File: config.mk
export PLATFORM = sky130hd
export DESIGN_NAME = udp_flow_table
export DESIGN_NICKNAME = d
export VERILOG_FILES = /design/src/rtl/uft_pkg.sv /design/src/rtl/uft_ctrl.sv /design/src/rtl/uft_dpath.sv /design/src/rtl/udp_flow_table.sv
export VERILOG_INCLUDE_DIRS = /design/src /design/src/rtl
export SDC_FILE = /design/constraint.sdc
export NUM_CORES = 2
export LEC_CHECK = 0
export BUFFER_PORTS_ARGS = -buffer_cell sky130_fd_sc_hd__buf_2
export CAP_MARGIN = 10
export CORE_AREA = 2 2 576 578
export CTS_CLUSTER_DIAMETER = 120
export DETAILED_ROUTE_END_ITERATION = 16
export DIE_AREA = 0 0 578 580
export HOLD_SLACK_MARGIN = 0.06
export SETUP_SLACK_MARGIN = 0.15
export SLEW_MARGIN = 10
export SYNTH_ARGS = -nofsm -noshare
export SYNTH_HDL_FRONTEND = slang
export SYNTH_MEMORY_MAX_BITS = 65536
export SYNTH_SLANG_ARGS = --single-unit
File: constraint.sdc
create_clock -name clk_i -period 15.7 [get_ports clk_i]
set_input_delay 0.785 -clock clk_i [delete_from_list [all_inputs] [get_ports clk_i]]
set_output_delay 0.785 -clock clk_i [all_outputs]
set_load 0.05 [all_outputs]
File: src/rtl/udp_flow_table_assert.svh
// ----------------------------------------------------------------------------
// UDP flow table assertion macros
// Concurrent check helpers on clk_i, disabled while rst_ni is low.
// ----------------------------------------------------------------------------
`ifndef UDP_FLOW_TABLE_ASSERT_SVH
`define UDP_FLOW_TABLE_ASSERT_SVH

// check cons in the same cycle as ante
`define UFT_ASSERT_NOW(label, ante, cons) \
  label: assert property (@(posedge clk_i) disable iff (!rst_ni) (ante) |-> (cons)) \
    else $error("udp_flow_table: same-cycle check failed");

// check cons in the cycle after ante
`define UFT_ASSERT_NEXT(label, ante, cons) \
  label: assert property (@(posedge clk_i) disable iff (!rst_ni) (ante) |=> (cons)) \
    else $error("udp_flow_table: next-cycle check failed");

`endif

File: src/rtl/uft_pkg.sv
// ----------------------------------------------------------------------------
// UDP flow table package
// Sizes, controller states and the command and status bundles shared by the
// controller and the datapath.
// ----------------------------------------------------------------------------
package uft_pkg;

  localparam int FLOW_SLOTS = 64;
  localparam int IDX_W      = (FLOW_SLOTS > 1) ? $clog2(FLOW_SLOTS) : 1;
  localparam int CNT_W      = $clog2(FLOW_SLOTS + 1);
  localparam int PORT_W     = 16;
  localparam int IP_W       = 32;
  localparam int KEY_W      = 2 * PORT_W + IP_W;
  localparam int SLOT_W     = 6;

  typedef enum logic [1:0] {
    ST_IDLE,
    ST_SCAN
  } uft_state_e;

  typedef enum logic [1:0] {
    RES_HIT,
    RES_NEW,
    RES_DROP
  } uft_res_e;

  typedef struct packed {
    logic     load;
    logic     scan;
    logic     finish;
    uft_res_e kind;
  } uft_cmd_t;

  typedef struct packed {
    logic             hit;
    logic             exhausted;
    logic             full;
    logic [CNT_W-1:0] fill;
  } uft_sts_t;

endpackage

File: src/rtl/uft_ctrl.sv
// ----------------------------------------------------------------------------
// UDP flow table controller
// Sequences capture, slot scan and result hand-off; owns the result valid.
// ----------------------------------------------------------------------------
module uft_ctrl import uft_pkg::*; (
  input  logic     clk_i,
  input  logic     rst_ni,
  input  logic     in_valid_i,
  output logic     in_ready_o,
  output logic     out_valid_o,
  input  logic     out_ready_i,
  input  uft_sts_t sts_i,
  output uft_cmd_t cmd_o
);

  uft_state_e state_q, state_d;
  logic       out_vld_q, out_vld_d;

  always_ff @(posedge clk_i or negedge rst_ni) begin
    if (!rst_ni) begin
      state_q   <= ST_IDLE;
      out_vld_q <= 1'b0;
    end else begin
      state_q   <= state_d;
      out_vld_q <= out_vld_d;
    end
  end

  always_comb begin
    state_d    = state_q;
    out_vld_d  = out_vld_q && !out_ready_i;
    cmd_o      = '0;
    cmd_o.kind = RES_HIT;
    in_ready_o = 1'b0;
    case (state_q)
      ST_IDLE: begin
        in_ready_o = 1'b1;
        if (in_valid_i) begin
          cmd_o.load = 1'b1;
          state_d    = ST_SCAN;
        end
      end
      ST_SCAN: begin
        if (sts_i.hit || sts_i.exhausted) begin
          if (!out_vld_q || out_ready_i) begin
            cmd_o.finish = 1'b1;
            if (sts_i.hit) begin
              cmd_o.kind = RES_HIT;
            end else if (sts_i.full) begin
              cmd_o.kind = RES_DROP;
            end else begin
              cmd_o.kind = RES_NEW;
            end
            out_vld_d = 1'b1;
            state_d   = ST_IDLE;
          end
        end else begin
          cmd_o.scan = 1'b1;
        end
      end
      default: begin
        state_d = ST_IDLE;
      end
    endcase
  end

  assign out_valid_o = out_vld_q;

endmodule

File: src/rtl/uft_dpath.sv
// ----------------------------------------------------------------------------
// UDP flow table datapath
// Slot memory with registered read, key compare, fill count and result
// register.
// ----------------------------------------------------------------------------
module uft_dpath import uft_pkg::*; (
  input  logic              clk_i,
  input  logic              rst_ni,
  input  uft_cmd_t          cmd_i,
  output uft_sts_t          sts_o,
  input  logic [KEY_W-1:0]  key_i,
  input  logic              dns_i,
  output logic              fwd_o,
  output logic [SLOT_W-1:0] slot_o,
  output logic              slot_dns_o,
  output logic              created_o
);

  logic [KEY_W:0]      mem [FLOW_SLOTS];
  logic [KEY_W-1:0]    key_q;
  logic                dns_q;
  logic [KEY_W:0]      rd_data_q;
  logic [IDX_W-1:0]    cmp_idx_q;
  logic                cmp_vld_q;
  logic [CNT_W-1:0]    rd_idx_q;
  logic [CNT_W-1:0]    fill_q;
  logic                rd_more;
  logic                append;
  logic                fwd_q, slot_dns_q, created_q;
  logic [SLOT_W-1:0]   slot_q;

  assign rd_more = rd_idx_q < fill_q;
  assign append  = cmd_i.finish && (cmd_i.kind == RES_NEW);

  always_ff @(posedge clk_i) begin
    if (append) begin
      mem[fill_q[IDX_W-1:0]] <= {dns_q, key_q};
    end
    if (cmd_i.scan && rd_more) begin
      rd_data_q <= mem[rd_idx_q[IDX_W-1:0]];
      cmp_idx_q <= rd_idx_q[IDX_W-1:0];
    end
  end

  always_ff @(posedge clk_i or negedge rst_ni) begin
    if (!rst_ni) begin
      fill_q    <= '0;
      rd_idx_q  <= '0;
      cmp_vld_q <= 1'b0;
    end else begin
      if (cmd_i.load) begin
        rd_idx_q  <= '0;
        cmp_vld_q <= 1'b0;
      end else if (cmd_i.scan) begin
        cmp_vld_q <= rd_more;
        if (rd_more) begin
          rd_idx_q <= rd_idx_q + 1'b1;
        end
      end
      if (append) begin
        fill_q <= fill_q + 1'b1;
      end
    end
  end

  always_ff @(posedge clk_i) begin
    if (cmd_i.load) begin
      key_q <= key_i;
      dns_q <= dns_i;
    end
    if (cmd_i.finish) begin
      case (cmd_i.kind)
        RES_HIT: begin
          fwd_q      <= 1'b1;
          slot_q     <= SLOT_W'(cmp_idx_q);
          slot_dns_q <= rd_data_q[KEY_W];
          created_q  <= 1'b0;
        end
        RES_NEW: begin
          fwd_q      <= 1'b1;
          slot_q     <= SLOT_W'(fill_q);
          slot_dns_q <= dns_q;
          created_q  <= 1'b1;
        end
        default: begin
          fwd_q      <= 1'b0;
          slot_q     <= '0;
          slot_dns_q <= 1'b0;
          created_q  <= 1'b0;
        end
      endcase
    end
  end

  assign sts_o.hit       = cmp_vld_q && (rd_data_q[KEY_W-1:0] == key_q);
  assign sts_o.exhausted = !cmp_vld_q && !rd_more;
  assign sts_o.full      = (fill_q == CNT_W'(FLOW_SLOTS));
  assign sts_o.fill      = fill_q;

  assign fwd_o      = fwd_q;
  assign slot_o     = slot_q;
  assign slot_dns_o = slot_dns_q;
  assign created_o  = created_q;

endmodule

File: src/rtl/udp_flow_table.sv
// ----------------------------------------------------------------------------
// UDP flow table
// Exact-match flow lookup with in-order slot allocation.
// ----------------------------------------------------------------------------
// Usage:
//   Slave channel carries one datagram key per transaction: tdata holds
//   guest port, remote IP and remote port; tuser holds the DNS flag.
//   Master channel returns one result per key: tdata holds the slot index,
//   tuser holds forwarded, slot DNS flag and created.
//   Lookup walks the filled slots one per cycle through the slot memory's
//   single registered read port. A hit returns as soon as its slot has been
//   compared; a miss returns once every filled slot has been compared (with
//   no compare at all on an empty table), so a miss on a full table of 64
//   slots walks all of them before its result is loaded.
//   One key is in flight at a time; s_axis_tready is high only when no
//   lookup is running.
//   Reset empties the table at once (fill count to zero) with no sweep.
//   A stalled master side holds the result register; the next key is still
//   taken and scanned, and its result waits until the held one is taken.
// ----------------------------------------------------------------------------
`include "udp_flow_table_assert.svh"

module udp_flow_table import uft_pkg::*; (
  input  logic        clk_i,
  input  logic        rst_ni,
  input  logic        s_axis_tvalid,
  output logic        s_axis_tready,
  input  logic [63:0] s_axis_tdata,  // guest_port[15:0], remote_ip[47:16], remote_port[63:48]
  input  logic [0:0]  s_axis_tuser,  // is_dns[0]
  output logic        m_axis_tvalid,
  input  logic        m_axis_tready,
  output logic [7:0]  m_axis_tdata,  // slot[5:0], zero[7:6]
  output logic [2:0]  m_axis_tuser   // forwarded[0], slot_dns[1], created[2]
);

  uft_cmd_t          cmd;
  uft_sts_t          sts;
  logic              fwd, slot_dns, created;
  logic [SLOT_W-1:0] slot;

  uft_ctrl u_ctrl (
    .clk_i       (clk_i),
    .rst_ni      (rst_ni),
    .in_valid_i  (s_axis_tvalid),
    .in_ready_o  (s_axis_tready),
    .out_valid_o (m_axis_tvalid),
    .out_ready_i (m_axis_tready),
    .sts_i       (sts),
    .cmd_o       (cmd)
  );

  uft_dpath u_dpath (
    .clk_i      (clk_i),
    .rst_ni     (rst_ni),
    .cmd_i      (cmd),
    .sts_o      (sts),
    .key_i      (s_axis_tdata),
    .dns_i      (s_axis_tuser[0]),
    .fwd_o      (fwd),
    .slot_o     (slot),
    .slot_dns_o (slot_dns),
    .created_o  (created)
  );

  assign m_axis_tdata = {2'b00, slot};
  assign m_axis_tuser = {created, slot_dns, fwd};

  `UFT_ASSERT_NEXT(a_busy_after_accept, s_axis_tvalid && s_axis_tready, !s_axis_tready)
  `UFT_ASSERT_NEXT(a_fill_on_append, cmd.finish && (cmd.kind == RES_NEW),
                   sts.fill == CNT_W'($past(sts.fill) + 1'b1))
  `UFT_ASSERT_NOW(a_drop_only_full, m_axis_tvalid && !m_axis_tuser[0], sts.full)

endmodule
* Yosys cells after proc, flatten, opt, wreduce, memory -nomap -nowiden
Memories as Yosys holds them, arrays and structs flattened. A register that Yosys moved wholly into a read port is not among the register bits.
Index checks and enable logic that the tools add are counted.
W data, S select, Z words.
** Cells by class
- Add/sub/neg operators :: 2
- Reductions and logical operators :: 18
- Eq/ne operators :: 7
- Order comparisons :: 1
- Multiplexer cells :: 27
** Operators with widths (number)
- $eq A64 B64 Y1 :: 1
- $mux W7 :: 3
- $add A7 B1 Y7 const B :: 2
- $mux W1 :: 13
- $pmux W6 S2 :: 1
- $mux W2 :: 5
- $eq A7 B7 Y1 const B :: 1
- $lt A7 B7 Y1 :: 1
- $mux W3 :: 2
- $logic_and A1 B1 Y1 :: 5
- $eq A2 B1 Y1 const B :: 2
- $logic_not A1 Y1 :: 4
- $logic_not A2 Y1 :: 2
- $mux W4 :: 1
- $ne A2 B1 Y1 const B :: 2
- $pmux W2 S2 :: 1
- $reduce_bool A2 Y1 :: 2
- $reduce_and A3 Y1 :: 1
- $logic_or A1 B1 Y1 :: 2
- $ne A2 B2 Y1 const B :: 1
- $pmux W1 S2 :: 1
- $reduce_and A2 Y1 :: 1
- $reduce_or A2 Y1 :: 1
** Storage, ports and cells
- Logic and storage cells :: 68
- Flip-flop bits (word level) :: 98
- Output and inout port bits :: 13
- RAM bits :: 4160
- Bits of input ports :: 69
- Memories :: 1
** Memories
- u_dpath.mem :: depth 64, bits a word 65, rd ports 1, clocked after memory_dff 1, wr ports 1, line uft_dpath.sv:19 : logic [KEY_W:0] mem [FLOW_SLOTS];

* Depth between registers and ports, before layout
- Word-level depth :: 10
- Depth in mapped cells :: 11
- Gate-level depth less buffers :: 9

* By module
From an unflattened synthesis, not the netlist that was laid out.
** Second synthesis, totals
- Cell total of the unflattened synthesis :: 6969
- Area, all modules :: 162870.0 sq um
** Modules (own cells, without submodules)
- uft_dpath :: cells an instance 6948, area an instance 162698.5 sq um, instances 1, sequential area each 129649.3 sq um
- uft_ctrl :: cells an instance 15, area an instance 130.1 sq um, instances 1, sequential area each 50.0 sq um
- udp_flow_table :: cells an instance 6, area an instance 41.3 sq um, instances 1, sequential area each 0.0 sq um

* Least setup slack after synthesis
No wires, ideal clock.
- Path type :: register to register
- Start point :: register u_dpath.fill_q[3]
- End point :: memory u_dpath.mem[9][0] (netlist name) (enable)
- Stages on the path, launching flop included :: 9
- Arrival time :: 6.376 ns
- Required time :: 15.132 ns
- Clock period less this slack :: 6.944 ns
- Setup slack :: 8.756 ns
- Buffers on the path :: 2
- Library setup time :: 0.568 ns
- Cell sequence :: dfrtp_1 > clkbuf_1 > clkinv_1 > ha_1 > nand4_1 > o21ai_0 > nand4_1 > clkbuf_1 > nor3_1
** Between the ends
- Cells in the longest elaborated chain, start to end :: 10
- Elaborated cells between the ends (all ways) :: 14
- Those cells by class :: 1 x order compare; 2 x eq/ne; 7 x mux; 4 x reduce/logical
** Ends and longest elaborated chain
- from (decl) :: line uft_dpath.sv:26 : logic [CNT_W-1:0] fill_q;
- from (signal assigned) :: line uft_dpath.sv:61 : fill_q <= fill_q + 1'b1;
- $lt A7 B7 Y1 / $eq A7 B7 Y1 (equally long branches) :: line uft_dpath.sv:32, uft_dpath.sv:97
- $logic_not A1 Y1 / $mux W2 (equally long branches) :: line uft_dpath.sv:96, uft_ctrl.sv:49
- $logic_and A1 B1 Y1 / $mux W2 (equally long branches) :: line uft_dpath.sv:96, uft_ctrl.sv:47
- $logic_or A1 B1 Y1 / $mux W3 (equally long branches) :: line uft_ctrl.sv:44, uft_ctrl.sv:45
- $mux W3 :: line uft_ctrl.sv:44 : if (sts_i.hit || sts_i.exhausted) begin
- $mux W4 :: line uft_ctrl.sv:35 : case (state_q)
- $eq A2 B1 Y1 :: line uft_dpath.sv:33 : assign append = cmd_i.finish && (cmd_i.kind == RES_NEW);
- $logic_and A1 B1 Y1 :: line uft_dpath.sv:33
- $mux W1 :: line uft_dpath.sv:36 : if (append) begin
- $mux W1 (not written as such) :: line uft_dpath.sv:37 : mem[fill_q[IDX_W-1:0]] <= {dns_q, key_q};
- to (decl) :: line uft_dpath.sv:19
Parallel ways exist; a longest one is shown, timed or not.

* Worst setup path after layout
- Start point :: register u_dpath.rd_idx_q[1]
- End point :: register u_dpath.rd_data_q[30] (read register of u_dpath.mem), data pin
** Between the ends
- Cells in the longest elaborated chain, start to end :: 7
** Ends and longest elaborated chain
- from (decl) :: line uft_dpath.sv:25 : logic [CNT_W-1:0] rd_idx_q;
- from (signal assigned) :: line uft_dpath.sv:57 : rd_idx_q <= rd_idx_q + 1'b1;
- $lt A7 B7 Y1 :: line uft_dpath.sv:32 : assign rd_more = rd_idx_q < fill_q;
- $logic_not A1 Y1 :: line uft_dpath.sv:96 : assign sts_o.exhausted = !cmp_vld_q && !rd_more;
- $logic_and A1 B1 Y1 :: line uft_dpath.sv:96
- $logic_or A1 B1 Y1 :: line uft_ctrl.sv:44
- $mux W1 :: line uft_ctrl.sv:44
- $mux W4 :: line uft_ctrl.sv:35
- $logic_and A1 B1 Y1 :: line uft_dpath.sv:39 : if (cmd_i.scan && rd_more) begin
- to (decl) :: line uft_dpath.sv:22 : logic [KEY_W:0] rd_data_q;
Parallel ways exist; a longest one is shown, timed or not.
A chain may end at the register's enable or synchronous reset.

==> metrics.cfg <==
[clocking]
cts_max_path_buffers = 4
clock-sinks = 4322
cts_root_buf = clkbuf_16
cts_tree = yes
insertion_delay_ps = 990
h-tree-depth = 5
cts_setup_buffers = 0
cts-buffers-inserted = 440
path_clk_slew_ps = 60
post_cts_resized = 0

[worst_setup_path]
crit_type = reg -> reg
timing.rr.start = u_dpath.rd_idx_q[1]$_DFFE_PN0P_
arrival_ps = 6890
critPathLaunchType = flip-flop
crit_start = u_dpath.rd_idx_q[1]$_DFFE_PN0P_
end_kind = flip-flop
crit_required_ps = 16380
reg2regPathDepth = 7
cp_max_fo = 65

[sta]
worstMarginPinSlew_ps = 1320
timing.slew.headroom_pct = 12.1
tns_ps = 0
drv_slew = 0
fmax_mhz = 161
hold_viol_final = 0
finalClockSkew_ps = 46.0
setup_violations = 0
rsz0062_at_grt = false
whs_ps = 233
finalCriticalPeriod_ps = 6200
finalCritPeriodShare_pct = 39.5

[power]
p_clk_share_pct = 33.5
seqPwrFrac_pct = 42.7
p_sw_share_pct = 26.4
power_density_nw_per_um2 = 164
comb_power_share_pct = 23.8
intPower_w = 0.0224
worst_ir_drop_vdd_mv = 0.171
p_leak_nw = 57.2
p_sw_w = 0.00803

[layout]
seqCellArea_sq_um = 130000
finalInstanceArea_sq_um = 186000
nFillCells = 23700
multi_input_area_sq_um = 33000
drive_above_1_share_pct = 33.5
finalCoreUtilization_pct = 56.4
syn_to_final_growth_pct = 13.3
nets = 6946

[global_routing]
grt_pass1_wl_mm = 620
antenna_found_initial = 11
grt_pass1_vias = 75400
grt_max_degree = 134
grt.total_usage_pct = 27.1
grt_overflow = 0

[status]
outcome = complete, no violations

[logic_synthesis]
synth_ff_type = edfxtp_1
yosys.area.top_type_share_pct = 78.9
synth_top_area_cell = edfxtp_1
synth-seq-area-share_pct = 79.2
synthesis.area_sq_um = 164000
synth.distinct_cells = 47
synth_cells = 6319
yosys_warnings = 0
synthTopCellsByCount = 4,305 x edfxtp_1, 1,365 x mux4_2, 193 x clkbuf_1
async_flop_share_pct = 0.393
avgSynthCellArea_sq_um = 25.9
synth_edf_count = 4305
yosysMostFrequentCell = edfxtp_1
ys_ff_latch = 4322
synth.area.top_cells = edfxtp_1 79%, mux4_2 19%, clkbuf_1 0.44%

[worst_hold_path]
hold_path.class = in -> reg
hold_start = s_axis_tvalid
holdPathStages = 4

[routing]
num_vias = 76100
vias_per_cell = 6.56
drt_wl_total_mm = 454
ant_nets = 0
drc = 0
wire_per_inst_um = 39.1
first_pass_iters = 5
drt_iter0_markers = 10900

[placed_design]
hpwl_mm = 232
io_buffers = 79
routabilityCongestion = 0.832
place_area_sq_um = 171000

[die]
die_area_sq_um = 335000
rows = 211
initial_core_util_pct = 49.7
ios = 82
core_sq_um = 329000
die_w_um = 578
fp.dieH_um = 580

[flow_run]
cap_violations = 0

registers in the layout, indices dropped and copies added (netlist names):
| signal | count |
|---|---|
| u_dpath.mem | 4160 |
| u_dpath.rd_data_q | 65 |
| u_dpath.key_q | 64 |
| u_dpath.fill_q | 7 |
| u_dpath.rd_idx_q | 7 |
| u_dpath.cmp_idx_q | 6 |
| u_dpath.slot_o | 6 |
| u_ctrl.out_valid_o | 1 |
| u_ctrl.state_q | 1 |
| u_dpath.cmp_vld_q | 1 |
| u_dpath.created_o | 1 |
| u_dpath.dns_q | 1 |
| u_dpath.fwd_o | 1 |
| u_dpath.slot_dns_o | 1 |
cell families (layout without fill, tap and decap cells):
kind of cell | Yosys count | count (layout) | share of synthesized area [%]
other | 1 | 8 | 0.00229
buffers and inverters | 355 | 1267 | 0.939
flip-flops | 4322 | 4322 | 79.2
XOR/XNOR | 47 | 47 | 0.251
AND/OR/NAND/NOR | 170 | 170 | 0.510
AO/OA/AOI/OAI | 40 | 40 | 0.186
multiplexers | 1375 | 1375 | 18.8
adder cells (fa/ha/maj) | 9 | 9 | 0.0688
cell type report:
class                      count  area share, %
clock buffer                 529           6.17
inverter                      32         0.0674
timing repair buffer         429           1.79
multi-input combinational   1643           17.8
sequential                  4322           69.9
antenna                        6        0.00809
tap                         4366           2.94
clock inverter               277           1.31
metal layers:
layer	vias to the layer above	wire length, um	GRT usage [%]
met2	3800	223000	43.6
met5	-	0	0
li1	28900	-	-
met3	662	37500	4.05
met4	0	14800	8.28
met1	42800	179000	38.7
cell usage in the layout, fill, tap and decap left out, types with 14 or more instances in the layout:
| master | instances |
|---|---|
| edfxtp_1 | 4305 |
| mux4_2 | 1365 |
| clkbuf_16 | 445 |
| buf_4 | 273 |
| clkinv_1 | 114 |
| clkinv_2 | 87 |
| clkbuf_1 | 84 |
| buf_2 | 79 |
| dlygate4sd3_1 | 66 |
| nor2_4 | 53 |
| xnor2_1 | 41 |
| bufinv_16 | 39 |
| inv_1 | 30 |
| nor2b_1 | 18 |
| nand2_1 | 18 |
| nand4_1 | 17 |
| clkinvlp_4 | 15 |
| inv_6 | 14 |
final timing paths:
check	end	slack, ps
worst max-delay path	u_dpath.rd_data_q[30]$_DFFE_PP_	9500
worst min-delay path	u_dpath.rd_idx_q[3]$_DFFE_PN0P_	230
worst max register to register	u_dpath.rd_data_q[30]$_DFFE_PP_	9500
worst min register to register	u_dpath.rd_idx_q[6]$_DFFE_PN0P_	510
max in group asynchronous	u_dpath.rd_idx_q[0]$_DFFE_PN0P_	15000
min in group asynchronous	u_ctrl.out_valid_o$_DFF_PN0_	300
power by group through the flow:
stage,sequential [W],clock [W],combinational (W)
floorplan,0.0130,0,0.00554
global placement,0.0132,0,0.00730
detailed placement,0.0132,0,0.00733
CTS,0.0130,0.0103,0.00737
global route,0.0130,0.0107,0.00761
finish,0.0130,0.0102,0.00723
timing repair:
item / 4_1_cts / 5_1_grt
hold buffers: 66 / 0
hold endpoints to repair: 82 / 0
endpoints found under the setup margin: 0 / 0
critical path, stage by stage (launching register included):
cell     delay (ps)
dfrtp_4        1040
buf_4           780
buf_4           770
buf_4           830
buf_4           880
mux4_2          430
mux4_2          490
mux4_2          480
through the flow:
| step | cells | worst slack [ps] | power, W |
|---|---|---|---|
| finish | 11600 | 9500 | 0.0304 |
| global route | 11600 | 9180 | 0.0314 |
| CTS | 11600 | 9480 | 0.0307 |
| detailed placement | 10700 | 9490 | 0.0206 |
| global placement | 10700 | 9530 | 0.0205 |
| floorplan | 6320 | 8760 | 0.0186 |
Power figures use the tool's default switching activity.
